**src/hdl/owdm_pkg.sv**
```systemverilog
// Shared constants, types and cosine/reciprocal tables of the omni wheel drive mixer.
package owdm_pkg;

	localparam int COS_FRAC_BITS = 15;

	localparam int DIR_W     = 10;
	localparam int HEAD_W    = 9;
	localparam int WHEEL_W   = 9;
	localparam int REG_W     = 8;
	localparam int CFG_IDX_W = 2;

	localparam logic [CFG_IDX_W-1:0] REG_BASE_SPEED       = 2'd0;
	localparam logic [CFG_IDX_W-1:0] REG_CORRECTION_POWER = 2'd1;
	localparam logic [CFG_IDX_W-1:0] REG_DEAD_BAND        = 2'd2;
	localparam logic [CFG_IDX_W-1:0] REG_TURN_THRESHOLD   = 2'd3;

	localparam logic [REG_W-1:0] BASE_SPEED_RST       = 8'd0;
	localparam logic [REG_W-1:0] CORRECTION_POWER_RST = 8'd30;
	localparam logic [REG_W-1:0] DEAD_BAND_RST        = 8'd10;
	localparam logic [REG_W-1:0] TURN_THRESHOLD_RST   = 8'd40;

	localparam int DRIVE_MAX = 255;

	// angles
	localparam int QUARTER_DEG  = 90;
	localparam int FULL_DEG     = 360;
	localparam int OCTANT_DEG   = 45;
	localparam int WHEEL1_ANGLE = 45 + QUARTER_DEG;
	localparam int DIR_BIAS     = WHEEL1_ANGLE + 2 * FULL_DEG;
	localparam int DIR_EXT_W    = 12;
	localparam int ANG_W        = 11;
	localparam int ANG_R_W      = 9;
	localparam int M_W          = $clog2(QUARTER_DEG);

	// spin value 200*|h|/180 = 10*|h|/9
	localparam int SPIN_GAIN     = 200;
	localparam int SPIN_SPAN     = 180;
	localparam int SPIN_MUL      = SPIN_GAIN / 20;
	localparam int SPIN_DIV      = SPIN_SPAN / 20;
	localparam int SPIN_SHIFT    = 16;
	localparam int SPIN_RECIP    = (2 ** SPIN_SHIFT + SPIN_DIV - 1) / SPIN_DIV;
	localparam int SPIN_N_W      = 12;
	localparam int SPIN_RECIP_W  = SPIN_SHIFT - 3;
	localparam int SPIN_PROD_W   = SPIN_N_W + SPIN_RECIP_W;

	// datapath widths
	localparam int COS_W       = COS_FRAC_BITS + 1;
	localparam int RECIP_EXTRA = 9;
	localparam int RECIP_W     = COS_FRAC_BITS + RECIP_EXTRA + 1;
	localparam int QA_PROD_W   = REG_W + RECIP_W;
	localparam int QUOT_W      = REG_W + COS_FRAC_BITS + 1;
	localparam int Q2_W        = QUOT_W + 1;
	localparam int DIV_W       = QUOT_W + COS_W;
	localparam int NUM_W       = REG_W + 2 * COS_FRAC_BITS;
	localparam int TERM_W      = REG_W + COS_W;
	localparam int SUM_W       = REG_W + COS_FRAC_BITS + 4;

	localparam int QDEPTH = 4;
	localparam int QPTR_W = $clog2(QDEPTH);

	localparam longint PI_Q30     = 64'sd3373259426;
	localparam longint ONE_Q30    = longint'(1) << 30;
	localparam int     FRAC_SHIFT = 30 - COS_FRAC_BITS;

	typedef struct packed {
		logic [REG_W-1:0] base_speed;
		logic [REG_W-1:0] correction_power;
		logic [REG_W-1:0] dead_band;
		logic [REG_W-1:0] turn_threshold;
	} owdm_cfg_t;

	typedef struct packed {
		logic                      spin;
		logic signed [WHEEL_W-1:0] spin_val;
		logic signed [WHEEL_W-1:0] corr;
		logic [1:0]                quad;
		logic [M_W-1:0]            m;
	} owdm_cmd_t;

	typedef struct packed {
		logic full;
		logic empty;
	} owdm_qstat_t;

	typedef logic [QUARTER_DEG-1:0][COS_W-1:0]   cos_tab_t;
	typedef logic [QUARTER_DEG-1:0][RECIP_W-1:0] recip_tab_t;

	// shift-and-subtract quotient of nonnegative operands, for table building
	function automatic longint udiv(longint num, longint den);
		longint q;
		longint r;
		q = 0;
		r = 0;
		for (int i = 62; i >= 0; i--) begin
			r = (r << 1) | ((num >>> i) & longint'(1));
			q = q << 1;
			if (r >= den) begin
				r = r - den;
				q = q | longint'(1);
			end
		end
		return q;
	endfunction

	function automatic longint octant_q30(longint deg, bit want_sin);
		longint x;
		longint x2;
		longint term;
		longint sum;
		longint n;
		x = deg * PI_Q30 / 180;
		x2 = (x * x) >>> 30;
		term = want_sin ? x : ONE_Q30;
		sum = term;
		n = want_sin ? 1 : 0;
		for (int k = 1; k <= 5; k++) begin
			term = udiv((term * x2) >>> 30, (n + 1) * (n + 2));
			n = n + 2;
			if (k[0])
				sum = sum - term;
			else
				sum = sum + term;
		end
		return sum;
	endfunction

	function automatic longint to_frac(longint v);
		return (v + (longint'(1) << (FRAC_SHIFT - 1))) >>> FRAC_SHIFT;
	endfunction

	function automatic cos_tab_t build_quarter(bit want_sin);
		cos_tab_t t;
		longint v;
		for (int m = 0; m < QUARTER_DEG; m++) begin
			if (m <= OCTANT_DEG)
				v = to_frac(octant_q30(longint'(m), want_sin));
			else
				v = to_frac(octant_q30(longint'(QUARTER_DEG - m), !want_sin));
			t[m] = COS_W'(v);
		end
		return t;
	endfunction

	function automatic cos_tab_t build_maxc();
		cos_tab_t c;
		cos_tab_t s;
		cos_tab_t t;
		c = build_quarter(1'b0);
		s = build_quarter(1'b1);
		for (int m = 0; m < QUARTER_DEG; m++)
			t[m] = (c[m] > s[m]) ? c[m] : s[m];
		return t;
	endfunction

	function automatic recip_tab_t build_recip();
		cos_tab_t   mx;
		recip_tab_t r;
		mx = build_maxc();
		for (int m = 0; m < QUARTER_DEG; m++)
			r[m] = RECIP_W'(udiv(longint'(1) << (2 * COS_FRAC_BITS + RECIP_EXTRA),
				longint'(mx[m])));
		return r;
	endfunction

	localparam cos_tab_t   COS_TAB   = build_quarter(1'b0);
	localparam cos_tab_t   SIN_TAB   = build_quarter(1'b1);
	localparam cos_tab_t   MAXC_TAB  = build_maxc();
	localparam recip_tab_t RECIP_TAB = build_recip();

endpackage

```
**src/hdl/owdm_ifs.sv**
```systemverilog
// Channel interfaces: command input, drive output and register write port.
interface owdm_cmd_if;
	import owdm_pkg::*;
	logic                     valid;
	logic                     ready;
	logic signed [DIR_W-1:0]  direction_deg;
	logic signed [HEAD_W-1:0] heading_error;
	modport source(output valid, direction_deg, heading_error, input ready);
	modport sink(input valid, direction_deg, heading_error, output ready);
endinterface

interface owdm_drive_if;
	import owdm_pkg::*;
	logic                      valid;
	logic                      ready;
	logic signed [WHEEL_W-1:0] wheel_one;
	logic signed [WHEEL_W-1:0] wheel_two;
	logic signed [WHEEL_W-1:0] wheel_three;
	logic signed [WHEEL_W-1:0] wheel_four;
	logic                      spinning;
	modport source(output valid, wheel_one, wheel_two, wheel_three, wheel_four, spinning,
		input ready);
	modport sink(input valid, wheel_one, wheel_two, wheel_three, wheel_four, spinning,
		output ready);
endinterface

interface owdm_cfg_if;
	import owdm_pkg::*;
	logic                 valid;
	logic                 ready;
	logic [CFG_IDX_W-1:0] index;
	logic [REG_W-1:0]     data;
	modport source(output valid, index, data, input ready);
	modport sink(input valid, index, data, output ready);
endinterface

```
**src/hdl/owdm_cfg_regs.sv**
```systemverilog
// Configuration register file of the omni wheel drive mixer.
module owdm_cfg_regs (
	input  logic                clk,
	input  logic                arst_n,
	owdm_cfg_if.sink            cfg,
	output owdm_pkg::owdm_cfg_t regs
);
	import owdm_pkg::*;

	owdm_cfg_t regs_q;

	assign cfg.ready = 1'b1;
	assign regs = regs_q;

	always_ff @(posedge clk or negedge arst_n) begin
		if (!arst_n) begin
			regs_q.base_speed       <= BASE_SPEED_RST;
			regs_q.correction_power <= CORRECTION_POWER_RST;
			regs_q.dead_band        <= DEAD_BAND_RST;
			regs_q.turn_threshold   <= TURN_THRESHOLD_RST;
		end else if (cfg.valid && cfg.ready) begin
			case (cfg.index)
				REG_BASE_SPEED:       regs_q.base_speed       <= cfg.data;
				REG_CORRECTION_POWER: regs_q.correction_power <= cfg.data;
				REG_DEAD_BAND:        regs_q.dead_band        <= cfg.data;
				REG_TURN_THRESHOLD:   regs_q.turn_threshold   <= cfg.data;
				default: ;
			endcase
		end
	end

endmodule

```
**src/hdl/owdm_front.sv**
```systemverilog
// Front end: accepts command beats and classifies them into spin or drive work.
module owdm_front (
	owdm_cmd_if.sink              cmd,
	input  owdm_pkg::owdm_cfg_t   regs,
	input  owdm_pkg::owdm_qstat_t qstat,
	output logic                  push,
	output owdm_pkg::owdm_cmd_t   item
);
	import owdm_pkg::*;

	logic signed [HEAD_W:0]      h_x;
	logic signed [HEAD_W:0]      thr_x;
	logic signed [HEAD_W:0]      db_x;
	logic signed [WHEEL_W-1:0]   pw_x;
	logic                        turn_left;
	logic                        turn_right;
	logic                        in_band;
	logic [HEAD_W-1:0]           ah;
	logic [SPIN_N_W-1:0]         spin_n;
	logic [SPIN_PROD_W-1:0]      spin_prod;
	logic [SPIN_PROD_W-SPIN_SHIFT-1:0] spin_raw;
	logic [REG_W-1:0]            spin_mag;
	logic signed [DIR_EXT_W-1:0] ang_x;
	logic [ANG_W-1:0]            ang;
	logic [ANG_R_W-1:0]          ang_r;
	logic [1:0]                  quad;
	logic [ANG_R_W-1:0]          quad_base;

	assign cmd.ready = !qstat.full;
	assign push = cmd.valid && cmd.ready;

	always_comb begin
		h_x   = (HEAD_W+1)'(cmd.heading_error);
		thr_x = (HEAD_W+1)'({1'b0, regs.turn_threshold});
		db_x  = (HEAD_W+1)'({1'b0, regs.dead_band});
		pw_x  = WHEEL_W'({1'b0, regs.correction_power});

		turn_left  = h_x >= thr_x;
		turn_right = h_x <= -thr_x;
		in_band    = (h_x <= db_x) && (h_x >= -db_x);

		ah        = (h_x < 0) ? HEAD_W'(-h_x) : HEAD_W'(h_x);
		spin_n    = SPIN_N_W'(ah) * SPIN_N_W'(SPIN_MUL);
		spin_prod = SPIN_PROD_W'(spin_n) * SPIN_PROD_W'(SPIN_RECIP);
		spin_raw  = spin_prod[SPIN_PROD_W-1:SPIN_SHIFT];
		spin_mag  = (spin_raw > DRIVE_MAX) ? REG_W'(DRIVE_MAX) : spin_raw[REG_W-1:0];

		ang_x = DIR_EXT_W'(DIR_BIAS) - DIR_EXT_W'(cmd.direction_deg);
		ang   = ang_x[ANG_W-1:0];
		if (ang >= ANG_W'(3 * FULL_DEG))
			ang_r = ANG_R_W'(ang - ANG_W'(3 * FULL_DEG));
		else if (ang >= ANG_W'(2 * FULL_DEG))
			ang_r = ANG_R_W'(ang - ANG_W'(2 * FULL_DEG));
		else if (ang >= ANG_W'(FULL_DEG))
			ang_r = ANG_R_W'(ang - ANG_W'(FULL_DEG));
		else
			ang_r = ANG_R_W'(ang);

		if (ang_r >= ANG_R_W'(3 * QUARTER_DEG)) begin
			quad      = 2'd3;
			quad_base = ANG_R_W'(3 * QUARTER_DEG);
		end else if (ang_r >= ANG_R_W'(2 * QUARTER_DEG)) begin
			quad      = 2'd2;
			quad_base = ANG_R_W'(2 * QUARTER_DEG);
		end else if (ang_r >= ANG_R_W'(QUARTER_DEG)) begin
			quad      = 2'd1;
			quad_base = ANG_R_W'(QUARTER_DEG);
		end else begin
			quad      = 2'd0;
			quad_base = '0;
		end

		item.spin     = turn_left || turn_right;
		item.spin_val = turn_left ? -WHEEL_W'({1'b0, spin_mag}) : WHEEL_W'({1'b0, spin_mag});
		if (in_band)
			item.corr = '0;
		else if (h_x > 0)
			item.corr = -pw_x;
		else
			item.corr = pw_x;
		item.quad = quad;
		item.m    = M_W'(ang_r - quad_base);
	end

endmodule

```
**src/hdl/owdm_queue.sv**
```systemverilog
// Four-entry queue between the front end and the back-end pipeline.
module owdm_queue (
	input  logic                  clk,
	input  logic                  arst_n,
	input  logic                  push,
	input  owdm_pkg::owdm_cmd_t   wr_item,
	input  logic                  pop,
	output owdm_pkg::owdm_cmd_t   rd_item,
	output owdm_pkg::owdm_qstat_t qstat
);
	import owdm_pkg::*;

	owdm_cmd_t         slot_q [QDEPTH];
	logic [QPTR_W-1:0] wr_ptr_q;
	logic [QPTR_W-1:0] rd_ptr_q;
	logic [QPTR_W:0]   count_q;

	assign qstat.full  = count_q == (QPTR_W+1)'(QDEPTH);
	assign qstat.empty = count_q == '0;
	assign rd_item     = slot_q[rd_ptr_q];

	always_ff @(posedge clk) begin
		if (push)
			slot_q[wr_ptr_q] <= wr_item;
	end

	always_ff @(posedge clk or negedge arst_n) begin
		if (!arst_n) begin
			wr_ptr_q <= '0;
			rd_ptr_q <= '0;
			count_q  <= '0;
		end else begin
			if (push)
				wr_ptr_q <= wr_ptr_q + 1'b1;
			if (pop)
				rd_ptr_q <= rd_ptr_q + 1'b1;
			if (push && !pop)
				count_q <= count_q + 1'b1;
			else if (pop && !push)
				count_q <= count_q - 1'b1;
		end
	end

endmodule

```
**src/hdl/owdm_back.sv**
```systemverilog
// Back-end pipeline: cosine lookup, correction quotient, wheel sums and drive register.
module owdm_back (
	input  logic                  clk,
	input  logic                  arst_n,
	input  owdm_pkg::owdm_cmd_t   item,
	input  owdm_pkg::owdm_qstat_t qstat,
	output logic                  pop,
	input  logic [owdm_pkg::REG_W-1:0] base_speed,
	owdm_drive_if.source          drive
);
	import owdm_pkg::*;

	localparam logic [SUM_W-1:0] DRIVE_LIM = SUM_W'(DRIVE_MAX) << COS_FRAC_BITS;

	logic adv;

	logic                 v_s1;
	owdm_cmd_t            cmd_s1;
	logic [COS_W-1:0]     cos_s1;
	logic [COS_W-1:0]     sin_s1;
	logic [COS_W-1:0]     maxc_s1;
	logic [RECIP_W-1:0]   recip_s1;

	logic                 v_s2;
	owdm_cmd_t            cmd_s2;
	logic [TERM_W-1:0]    pc_s2;
	logic [TERM_W-1:0]    ps_s2;
	logic [QA_PROD_W-1:0] qa_prod_s2;
	logic [COS_W-1:0]     maxc_s2;
	logic [REG_W-1:0]     mag_s2;

	logic                 v_s3;
	owdm_cmd_t            cmd_s3;
	logic [TERM_W-1:0]    pc_s3;
	logic [TERM_W-1:0]    ps_s3;
	logic [QUOT_W-1:0]    qa_s3;
	logic [DIV_W-1:0]     qd_s3;
	logic [COS_W-1:0]     maxc_s3;
	logic [REG_W-1:0]     mag_s3;

	logic                 v_s4;
	owdm_cmd_t            cmd_s4;
	logic [TERM_W-1:0]    pc_s4;
	logic [TERM_W-1:0]    ps_s4;
	logic signed [Q2_W-1:0] q2_s4;

	logic [REG_W-1:0]     mag_s1;
	logic [QUOT_W-1:0]    qa_s2;
	logic [DIV_W-1:0]     rem_s3;
	logic [QUOT_W-1:0]    q2_mag_s3;
	logic signed [WHEEL_W-1:0] wheel_s4 [4];

	function automatic logic signed [WHEEL_W-1:0] wheel_calc(
		logic [1:0]                qk,
		logic [TERM_W-1:0]         pc,
		logic [TERM_W-1:0]         ps,
		logic signed [Q2_W-1:0]    q2,
		logic signed [WHEEL_W-1:0] corr
	);
		logic [TERM_W-1:0]       tmag;
		logic signed [SUM_W-1:0] term;
		logic signed [SUM_W-1:0] v;
		logic [SUM_W-1:0]        av;
		logic [REG_W-1:0]        w;
		tmag = qk[0] ? ps : pc;
		term = SUM_W'(tmag);
		if (qk[0] ^ qk[1])
			term = -term;
		v  = term + SUM_W'(q2) + (SUM_W'(corr) <<< COS_FRAC_BITS);
		av = v[SUM_W-1] ? SUM_W'(-v) : SUM_W'(v);
		w  = (av >= DRIVE_LIM) ? REG_W'(DRIVE_MAX) : av[COS_FRAC_BITS +: REG_W];
		return v[SUM_W-1] ? -WHEEL_W'({1'b0, w}) : WHEEL_W'({1'b0, w});
	endfunction

	assign adv = !drive.valid || drive.ready;
	assign pop = adv && !qstat.empty;

	always_comb begin
		mag_s1    = cmd_s1.corr[WHEEL_W-1] ? REG_W'(-cmd_s1.corr) : REG_W'(cmd_s1.corr);
		qa_s2     = qa_prod_s2[QA_PROD_W-1:RECIP_EXTRA];
		rem_s3    = DIV_W'({mag_s3, {(2*COS_FRAC_BITS){1'b0}}}) - qd_s3;
		q2_mag_s3 = (rem_s3 >= DIV_W'(maxc_s3)) ? qa_s3 + 1'b1 : qa_s3;
		for (int k = 0; k < 4; k++)
			wheel_s4[k] = wheel_calc(cmd_s4.quad + 2'(k), pc_s4, ps_s4, q2_s4, cmd_s4.corr);
	end

	always_ff @(posedge clk or negedge arst_n) begin
		if (!arst_n) begin
			v_s1        <= 1'b0;
			v_s2        <= 1'b0;
			v_s3        <= 1'b0;
			v_s4        <= 1'b0;
			drive.valid <= 1'b0;
		end else if (adv) begin
			v_s1        <= !qstat.empty;
			v_s2        <= v_s1;
			v_s3        <= v_s2;
			v_s4        <= v_s3;
			drive.valid <= v_s4;
		end
	end

	always_ff @(posedge clk) begin
		if (adv) begin
			cmd_s1   <= item;
			cos_s1   <= COS_TAB[item.m];
			sin_s1   <= SIN_TAB[item.m];
			maxc_s1  <= MAXC_TAB[item.m];
			recip_s1 <= RECIP_TAB[item.m];

			cmd_s2     <= cmd_s1;
			pc_s2      <= TERM_W'(base_speed) * TERM_W'(cos_s1);
			ps_s2      <= TERM_W'(base_speed) * TERM_W'(sin_s1);
			qa_prod_s2 <= QA_PROD_W'(mag_s1) * QA_PROD_W'(recip_s1);
			maxc_s2    <= maxc_s1;
			mag_s2     <= mag_s1;

			cmd_s3  <= cmd_s2;
			pc_s3   <= pc_s2;
			ps_s3   <= ps_s2;
			qa_s3   <= qa_s2;
			qd_s3   <= DIV_W'(qa_s2) * DIV_W'(maxc_s2);
			maxc_s3 <= maxc_s2;
			mag_s3  <= mag_s2;

			cmd_s4 <= cmd_s3;
			pc_s4  <= pc_s3;
			ps_s4  <= ps_s3;
			q2_s4  <= cmd_s3.corr[WHEEL_W-1] ? -Q2_W'({1'b0, q2_mag_s3})
			                                 : Q2_W'({1'b0, q2_mag_s3});

			drive.spinning <= cmd_s4.spin;
			if (cmd_s4.spin) begin
				drive.wheel_one   <= cmd_s4.spin_val;
				drive.wheel_two   <= cmd_s4.spin_val;
				drive.wheel_three <= cmd_s4.spin_val;
				drive.wheel_four  <= cmd_s4.spin_val;
			end else begin
				drive.wheel_one   <= wheel_s4[0];
				drive.wheel_two   <= wheel_s4[1];
				drive.wheel_three <= wheel_s4[2];
				drive.wheel_four  <= wheel_s4[3];
			end
		end
	end

endmodule

```
**src/hdl/omni_wheel_drive_mixer.sv**
```systemverilog
// Top level of the four-wheel omni drive mixer.
// Takes one command beat (direction, heading error) per cycle and returns one drive beat with
// four wheel values and a spin flag, in order. With the drive side ready the sustained rate is
// one beat per clock. An accepted beat passes from the front end into a four-entry queue,
// then through four back-end stages and the drive register, which all advance together, to
// the drive channel. The back end holds while a drive beat waits, and the queue keeps
// taking commands until its four entries are used. Register writes are taken every cycle.
module omni_wheel_drive_mixer (
	input logic          clk,
	input logic          arst_n,
	owdm_cfg_if.sink     cfg,
	owdm_cmd_if.sink     cmd,
	owdm_drive_if.source drive
);
	import owdm_pkg::*;

	owdm_cfg_t   regs;
	owdm_cmd_t   wr_item;
	owdm_cmd_t   rd_item;
	owdm_qstat_t qstat;
	logic        push;
	logic        pop;

	owdm_cfg_regs u_cfg_regs (
		.clk    (clk),
		.arst_n (arst_n),
		.cfg    (cfg),
		.regs   (regs)
	);

	owdm_front u_front (
		.cmd   (cmd),
		.regs  (regs),
		.qstat (qstat),
		.push  (push),
		.item  (wr_item)
	);

	owdm_queue u_queue (
		.clk     (clk),
		.arst_n  (arst_n),
		.push    (push),
		.wr_item (wr_item),
		.pop     (pop),
		.rd_item (rd_item),
		.qstat   (qstat)
	);

	owdm_back u_back (
		.clk        (clk),
		.arst_n     (arst_n),
		.item       (rd_item),
		.qstat      (qstat),
		.pop        (pop),
		.base_speed (regs.base_speed),
		.drive      (drive)
	);

endmodule

```
**src/flat_wrapper.sv**
```systemverilog
// flat-port wrapper written by rule: the top's interface ports become plain ports
module omni_wheel_drive_mixer_flat import owdm_pkg::*;
  (clk, arst_n, cfg_valid, cfg_index, cfg_data, cfg_ready, cmd_valid, cmd_direction_deg, cmd_heading_error, cmd_ready, drive_valid, drive_wheel_one, drive_wheel_two, drive_wheel_three, drive_wheel_four, drive_spinning, drive_ready);
  owdm_cfg_if cfg_i ();
  owdm_cmd_if cmd_i ();
  owdm_drive_if drive_i ();
  input logic clk;
  input logic arst_n;
  input wire logic [$bits(cfg_i.valid)-1:0] cfg_valid;
  input wire logic [$bits(cfg_i.index)-1:0] cfg_index;
  input wire logic [$bits(cfg_i.data)-1:0] cfg_data;
  output wire logic [$bits(cfg_i.ready)-1:0] cfg_ready;
  input wire logic [$bits(cmd_i.valid)-1:0] cmd_valid;
  input wire logic [$bits(cmd_i.direction_deg)-1:0] cmd_direction_deg;
  input wire logic [$bits(cmd_i.heading_error)-1:0] cmd_heading_error;
  output wire logic [$bits(cmd_i.ready)-1:0] cmd_ready;
  output wire logic [$bits(drive_i.valid)-1:0] drive_valid;
  output wire logic [$bits(drive_i.wheel_one)-1:0] drive_wheel_one;
  output wire logic [$bits(drive_i.wheel_two)-1:0] drive_wheel_two;
  output wire logic [$bits(drive_i.wheel_three)-1:0] drive_wheel_three;
  output wire logic [$bits(drive_i.wheel_four)-1:0] drive_wheel_four;
  output wire logic [$bits(drive_i.spinning)-1:0] drive_spinning;
  input wire logic [$bits(drive_i.ready)-1:0] drive_ready;
  assign cfg_i.valid = cfg_valid;
  assign cfg_i.index = cfg_index;
  assign cfg_i.data = cfg_data;
  assign cfg_ready = cfg_i.ready;
  assign cmd_i.valid = cmd_valid;
  assign cmd_i.direction_deg = cmd_direction_deg;
  assign cmd_i.heading_error = cmd_heading_error;
  assign cmd_ready = cmd_i.ready;
  assign drive_valid = drive_i.valid;
  assign drive_wheel_one = drive_i.wheel_one;
  assign drive_wheel_two = drive_i.wheel_two;
  assign drive_wheel_three = drive_i.wheel_three;
  assign drive_wheel_four = drive_i.wheel_four;
  assign drive_spinning = drive_i.spinning;
  assign drive_i.ready = drive_ready;
  omni_wheel_drive_mixer u_core (.clk(clk), .arst_n(arst_n), .cfg(cfg_i), .cmd(cmd_i), .drive(drive_i));
endmodule
```
**config.mk**
```make
export PLATFORM = sky130hd
export DESIGN_NAME = omni_wheel_drive_mixer_flat
export DESIGN_NICKNAME = d
export VERILOG_FILES = /design/src/hdl/owdm_pkg.sv /design/src/hdl/owdm_ifs.sv /design/src/hdl/owdm_cfg_regs.sv /design/src/hdl/owdm_front.sv /design/src/hdl/owdm_queue.sv /design/src/hdl/owdm_back.sv /design/src/hdl/omni_wheel_drive_mixer.sv /design/src/flat_wrapper.sv
export SDC_FILE = /design/constraint.sdc
export NUM_CORES = 2
export LEC_CHECK = 0
export ABC_AREA = 1
export BUFFER_PORTS_ARGS = -buffer_cell sky130_fd_sc_hd__buf_2
export CAP_MARGIN = 10
export CORE_MARGIN = 4
export CORE_UTILIZATION = 45
export CTS_CLUSTER_SIZE = 8
export DETAILED_ROUTE_END_ITERATION = 6
export SYNTH_ARGS = -nofsm -noshare
export SYNTH_HDL_FRONTEND = slang
export SYNTH_SLANG_ARGS = --single-unit
export TNS_END_PERCENT = 20
```
**constraint.sdc**
```tcl
create_clock -name clk -period 22.4 [get_ports clk]
set_input_delay 3.36 -clock clk [delete_from_list [all_inputs] [get_ports clk]]
set_output_delay 3.36 -clock clk [all_outputs]
set_load 0.02 [all_outputs]
```
* Word-level counts from Yosys, hierarchy flattened *
Memory sizes are Yosys's and may differ from the RTL's. A register that Yosys moved wholly into a read port is not among the register bits.
Cells that the tools add are included.

operators by class
  multiplexer cells = 45
  equal/unequal tests = 4
  reductions and logical operators = 19
  shift-type cells = 0
  multiply operators = 6
  magnitude comparators = 18
  div/mod/pow operators = 0
  bitwise logic cells = 4
  add/sub/neg operators = 41

operators with widths
  kind                    count
  $mux 27                 8
  $mux 24                 6
  $mux 9                  15
  $add 27x24->27          4
  $add 27x25->27          4
  $ge 27x23->1 const B    4
  $neg 24->27             4
  $neg 27->27             4
  $neg 8->9               6
  $mul 8x16->24           2
  $mux 8                  6
  $ge 40x16->1            1
  $mul 24x16->40          1
  $sub 38x40->40          1
  $mul 8x25->33           1
  $neg 24->25             1
  $add 24x1->24 const B   1
  $mul 11x12->23 const B  1
  $mux 7                  3
  $neg 8->10              2
  $ge 11x10->1 const B    1
  $ge 11x11->1 const B    1
  $ge 11x9->1 const B     1
  $mul 9x3->11 const B    1
  other kinds (35)        58

word-level totals
  output and inout bits = 40
  ROM bits = 9344
  memories = 5
  input bits = 34
  latch bits = 0
  logic and storage cells = 190
  RAM bits = 112
  flip-flop bits (word level) = 479

memories
  memory                 words  width  rd ports  clocked after memory_dff  write ports  RTL line          RTL
  (name not given)       128    25     1         1                         0            owdm_back.sv:109  recip_s1 <= RECIP_TAB[item.m];
  (name not given)       128    16     1         1                         0            owdm_back.sv:108  maxc_s1 <= MAXC_TAB[item.m];
  (name not given)       128    16     1         1                         0            owdm_back.sv:107  sin_s1 <= SIN_TAB[item.m];
  (name not given)       128    16     1         1                         0            owdm_back.sv:106  cos_s1 <= COS_TAB[item.m];
  u_core.u_queue.slot_q  4      28     1         0                         1            owdm_queue.sv:13  owdm_cmd_t slot_q [QDEPTH];

* Logic depth before layout (Yosys ltp) *
  depth after elaboration = 13
  mapped depth = 53
  mapped depth without buffers = 50

* Modules after synthesis *
A second synthesis with hierarchy kept.

unflattened totals
  cell total of the unflattened synthesis = 9769
  area, all modules = 75690.1 sq um

by module, submodules not included
  module         area each (sq um)  times used  seq. area each (sq um)  cells an instance
  owdm_back      63757.4            1           14929.3                 8459
  owdm_front     5434.0             1           0.0                     790
  owdm_queue     5041.1             1           3538.4                  375
  owdm_cfg_regs  1457.6             1           810.8                   145

* Worst setup path after synthesis *
Ideal clock, no wire load.

  path type = input-to-reg
  from = in drive_ready
  to = reg u_core.u_queue.count_q[1]
  data arrival time = 17192 ps
  library setup time = 125 ps
  data required time = 22275 ps
  stages on the path = 7
  path buffers = 0
  slack = 5083 ps
  cells stage by stage = inv_1 nand2_1 o31ai_1 ha_1 inv_1 fa_1 mux2_2

on the way
  longest elaborated chain between the ends = 5
  elaborated cells between the ends (all ways) = 7
  classes of those cells = mux: 1; reduce/logical: 6

RTL lines
  element                                             RTL line            RTL
  start, declared                                     flat_wrapper.sv:23  input wire logic [$bits(drive_i.ready)-1:0] drive_ready;
  $logic_or 1x1->1 (*)                                owdm_back.sv:75     assign adv = !drive.valid || drive.ready;
  net u_core.u_back.adv                               owdm_back.sv:15     logic adv;
  $logic_and 1x1->1 (*)                               owdm_back.sv:76     assign pop = adv && !qstat.empty;
  $logic_not 1->1                                     owdm_queue.sv:37    if (push && !pop)
  $logic_and 1x1->1                                   owdm_queue.sv:37
  $mux 3 / $reduce_bool 2->1 (equally long branches)  -
  end signal, assigned                                owdm_queue.sv:38    count_q <= count_q + 1'b1;
  end signal, assigned                                owdm_queue.sv:40    count_q <= count_q - 1'b1;
  end, declared                                       owdm_queue.sv:16    logic [QPTR_W:0] count_q;

Mark *: on every way through the listed nets, which the timed path passes. The rest lies on a longest branch.
A chain may end at the register's enable or synchronous reset.

==> results.md <==
* Final TNS setup at 0 ns
* Max-cap viol count at 0
* Worst Tran Pin Value at 1.224 ns
* Nets at 10,950
* Crit path required time at 22.82 ns
* Top-area cell type share of the netlist area at 24.26%
* I/O Pins at 74
* Post-synth EDFFs at 605
* H-tree depth at 3
* Primary FF master, synth: edfxtp_1
* Drt pass-1 iters at 7
* Rows at 149
* Biggest area consumer among synthesized cells: edfxtp_1
* Post-cts resize count at 0
* CORE AREA at 165,200 µm²
* Routability cong. at 1.011
* Failing checks: DRC
* Via/cell ratio at 5.387
* Longest Clk Path Bufs at 3
* WL per Instance at 19.59 µm
* First-pass GRT wire length at 362,600 µm
* Share of cells above drive strength 1 at 4.237%
* Iter 0 DRT Violations at 5,483
* Period utilization at 52.66%
* Crit path launch: cmd_heading_error[0]
* Sink Count at 649
* Hold_sp: u_core.u_back.cmd_s3[27]
* Ys Warns at 0
* Synth Instances at 9,646
* HPWL Detailed at 181,500 µm
* Final Max Slew Viols at 0
* Inserted Clock Buffers at 94
* Fin. Hold Viols at 0
* CTS clk-pin slew, worst paths at 0.05 ns
* Die W at 416.0 µm
* P&R area growth vs syn at 7.084%
* Post-Route WL at 232,000 µm
* Syn Std Cell Area at 74,890 µm²
* Fmax achieved at 0.08478 GHz
* Synth unique cells at 73
* Register area share after synthesis at 25.74%
* Die height at 416.0 µm
* Status: finished with violations
* GR Overflow Total at 0
* Slowest cell delay on critical path at 0.55 ns
* Clock Latency Late Sink at 0.70 ns
* Largest net degree at the start of global routing at 171
* Die area at 173,000 µm²
* Worst R2R Start: u_core.u_back.cmd_s4[7]
* DRC at 6
* Total Routing Usage GR at 26.65%
* Antenna Nets Post-Route at 0
* Worst Path Max Fanout at 7
* CTS Hold Bufs at 0
* HP Class: reg -> reg
* Root Driver: clkbuf_16
* Vias in the first global route at 63,420
* Yosys reg bits at 649
* Worst setup path category: in -> reg
* Critical path's slowest cell: fa_1
* Buffers on Ports at 72
* Reg2reg path depth at 44
* Most common cell on crit path: nand2_1
* Vias at 63,810
* Initial Util at 45.34%
* Top cells by count, synth: 2,538 x nand2_1, 1,882 x inv_1, 786 x nor2_1
* Top cells by area, synth: edfxtp_1 24%, fa_1 18%, nand2_1 13%, ha_1 10%, inv_1 9.4%
* Post-CTS setup buffer count at 0
* Arr. time, crit path at 12.21 ns
* Final Setup Violations at 0
* CTS tree: yes
* Syn nets at 10,980
* Element type at the critical path end: flip-flop
* Clock Skew at 0.04736 ns
* RSZ-0062 raised after global routing: no
* Syn avg cell area at 7.764 µm²
* Initial antenna violation count at 3
* Hold Path Cell Cnt at 0
* Slew headroom at 18.31%
* Most frequent cell after synthesis: nand2_1
* Shortest period the worst path allows at 11.79 ns
* Synth async-reset ratio at 6.780%
* Element type at the critical path start: input port
==> flip-flops by register name, indices dropped and copies added (netlist names), 15 cells and up <==
register / flops
u_core.u_back.qa_s3: 24
u_core.u_queue.slot_q: 112
u_core.u_back.ps_s2: 24
u_core.u_back.cmd_s2: 21
u_core.u_back.ps_s4: 24
u_core.u_back.cmd_s1: 21
u_core.u_back.cos_s1: 16
u_core.u_back.maxc_s1: 15
u_core.u_cfg_regs.regs: 32
u_core.u_back.cmd_s4: 21
u_core.u_back.maxc_s2: 16
u_core.u_back.maxc_s3: 16
u_core.u_back.qa_prod_s2: 24
u_core.u_back.cmd_s3: 21
u_core.u_back.pc_s3: 24
u_core.u_back.sin_s1: 15
u_core.u_back.recip_s1: 23
u_core.u_back.pc_s2: 24
u_core.u_back.q2_s4: 25
u_core.u_back.pc_s4: 24
u_core.u_back.qd_s3: 40
u_core.u_back.ps_s3: 24
==> final timing paths <==
path / end / slack, ns
setup / recovery: u_core.u_queue.slot_q[2][24] / 10.61
hold / removal: u_core.u_back.cmd_s4[27] / 0.39
setup reg to reg: u_core.u_back.drive.wheel_one[6] / 14.39
hold reg to reg: u_core.u_back.cmd_s4[27] / 0.39
max in group asynchronous: u_core.u_cfg_regs.regs[22] / 19.18
min in group asynchronous: u_core.u_queue.rd_ptr_q[0] / 2.78
==> layout by cell type (no fill, tap or decap), types with 27 or more instances in the layout <==
master,instances
a21oi_1,347
a31oi_1,27
buf_2,72
buf_4,83
clkbuf_16,95
dfrtp_1,36
edfxtp_1,605
fa_1,681
ha_1,616
inv_1,1882
nand2_1,2535
nand3_1,436
nand3b_1,40
nand4_1,103
nor2_1,778
nor2_2,29
nor3_1,94
o211ai_1,43
o21ai_0,443
o21ai_1,39
o22ai_1,29
xnor2_1,68
xor2_1,204
==> area by class of cell <==
cell class | instances | area (µm²)
fill | 16380 | 84980
timing repair buffer | 158 | 1051
clock inverter | 14 | 216.5
clock buffer | 120 | 2481
multi-input combinational | 6820 | 47320
inverter | 1892 | 7107
antenna | 2 | 5.005
sequential | 649 | 19280
tap | 2189 | 2739
==> cells by family after synthesis <==
family,after synthesis,share of synthesized area (%)
AO/OA/AOI/OAI,1121,8.556
multiplexers,3,0.04511
flip-flops,649,25.74
XOR/XNOR,277,3.280
adder cells (fa/ha/maj),1297,28.50
other,1,0.005007
AND/OR/NAND/NOR,4121,22.74
buffers and inverters,2177,11.14
==> through the flow <==
step	utilization, %	setup slack [ns]	hold WS, ns	cells	area [µm²]
after global routing	48.55	9.937	0.3857	11840	80190
after global placement	46.90	9.906	0.4007	11710	77470
final	48.55	10.61	0.3857	11840	80200
after detailed placement	46.90	9.906	0.4045	11710	77470
after CTS	48.53	10.60	0.3815	11840	80160
after floorplan	-	5.083	0.4003	9646	74890
==> per-layer routing <==
metal	share of wire (%)	GRT usage, %	vias up
met5	0	0	-
met4	4.0	10.20	0
met3	6.8	3.782	489
met2	45	42.17	2296
met1	45	37.11	30640
li1	-	-	30380
==> worst max-delay path, delay by kind of cell <==
| kind | cells | cell delay [ns] |
|---|---|---|
| AO/OA/AOI/OAI | 4 | 0.68 |
| XOR/XNOR | 1 | 0.28 |
| adder cells (fa/ha/maj) | 11 | 4.28 |
| buffers and inverters | 9 | 0.84 |
| AND/OR/NAND/NOR | 23 | 2.76 |
Power is left out: the tool's default activity adds up to more than one toggle a clock period on the data nets, which glitch-free logic cannot reach.
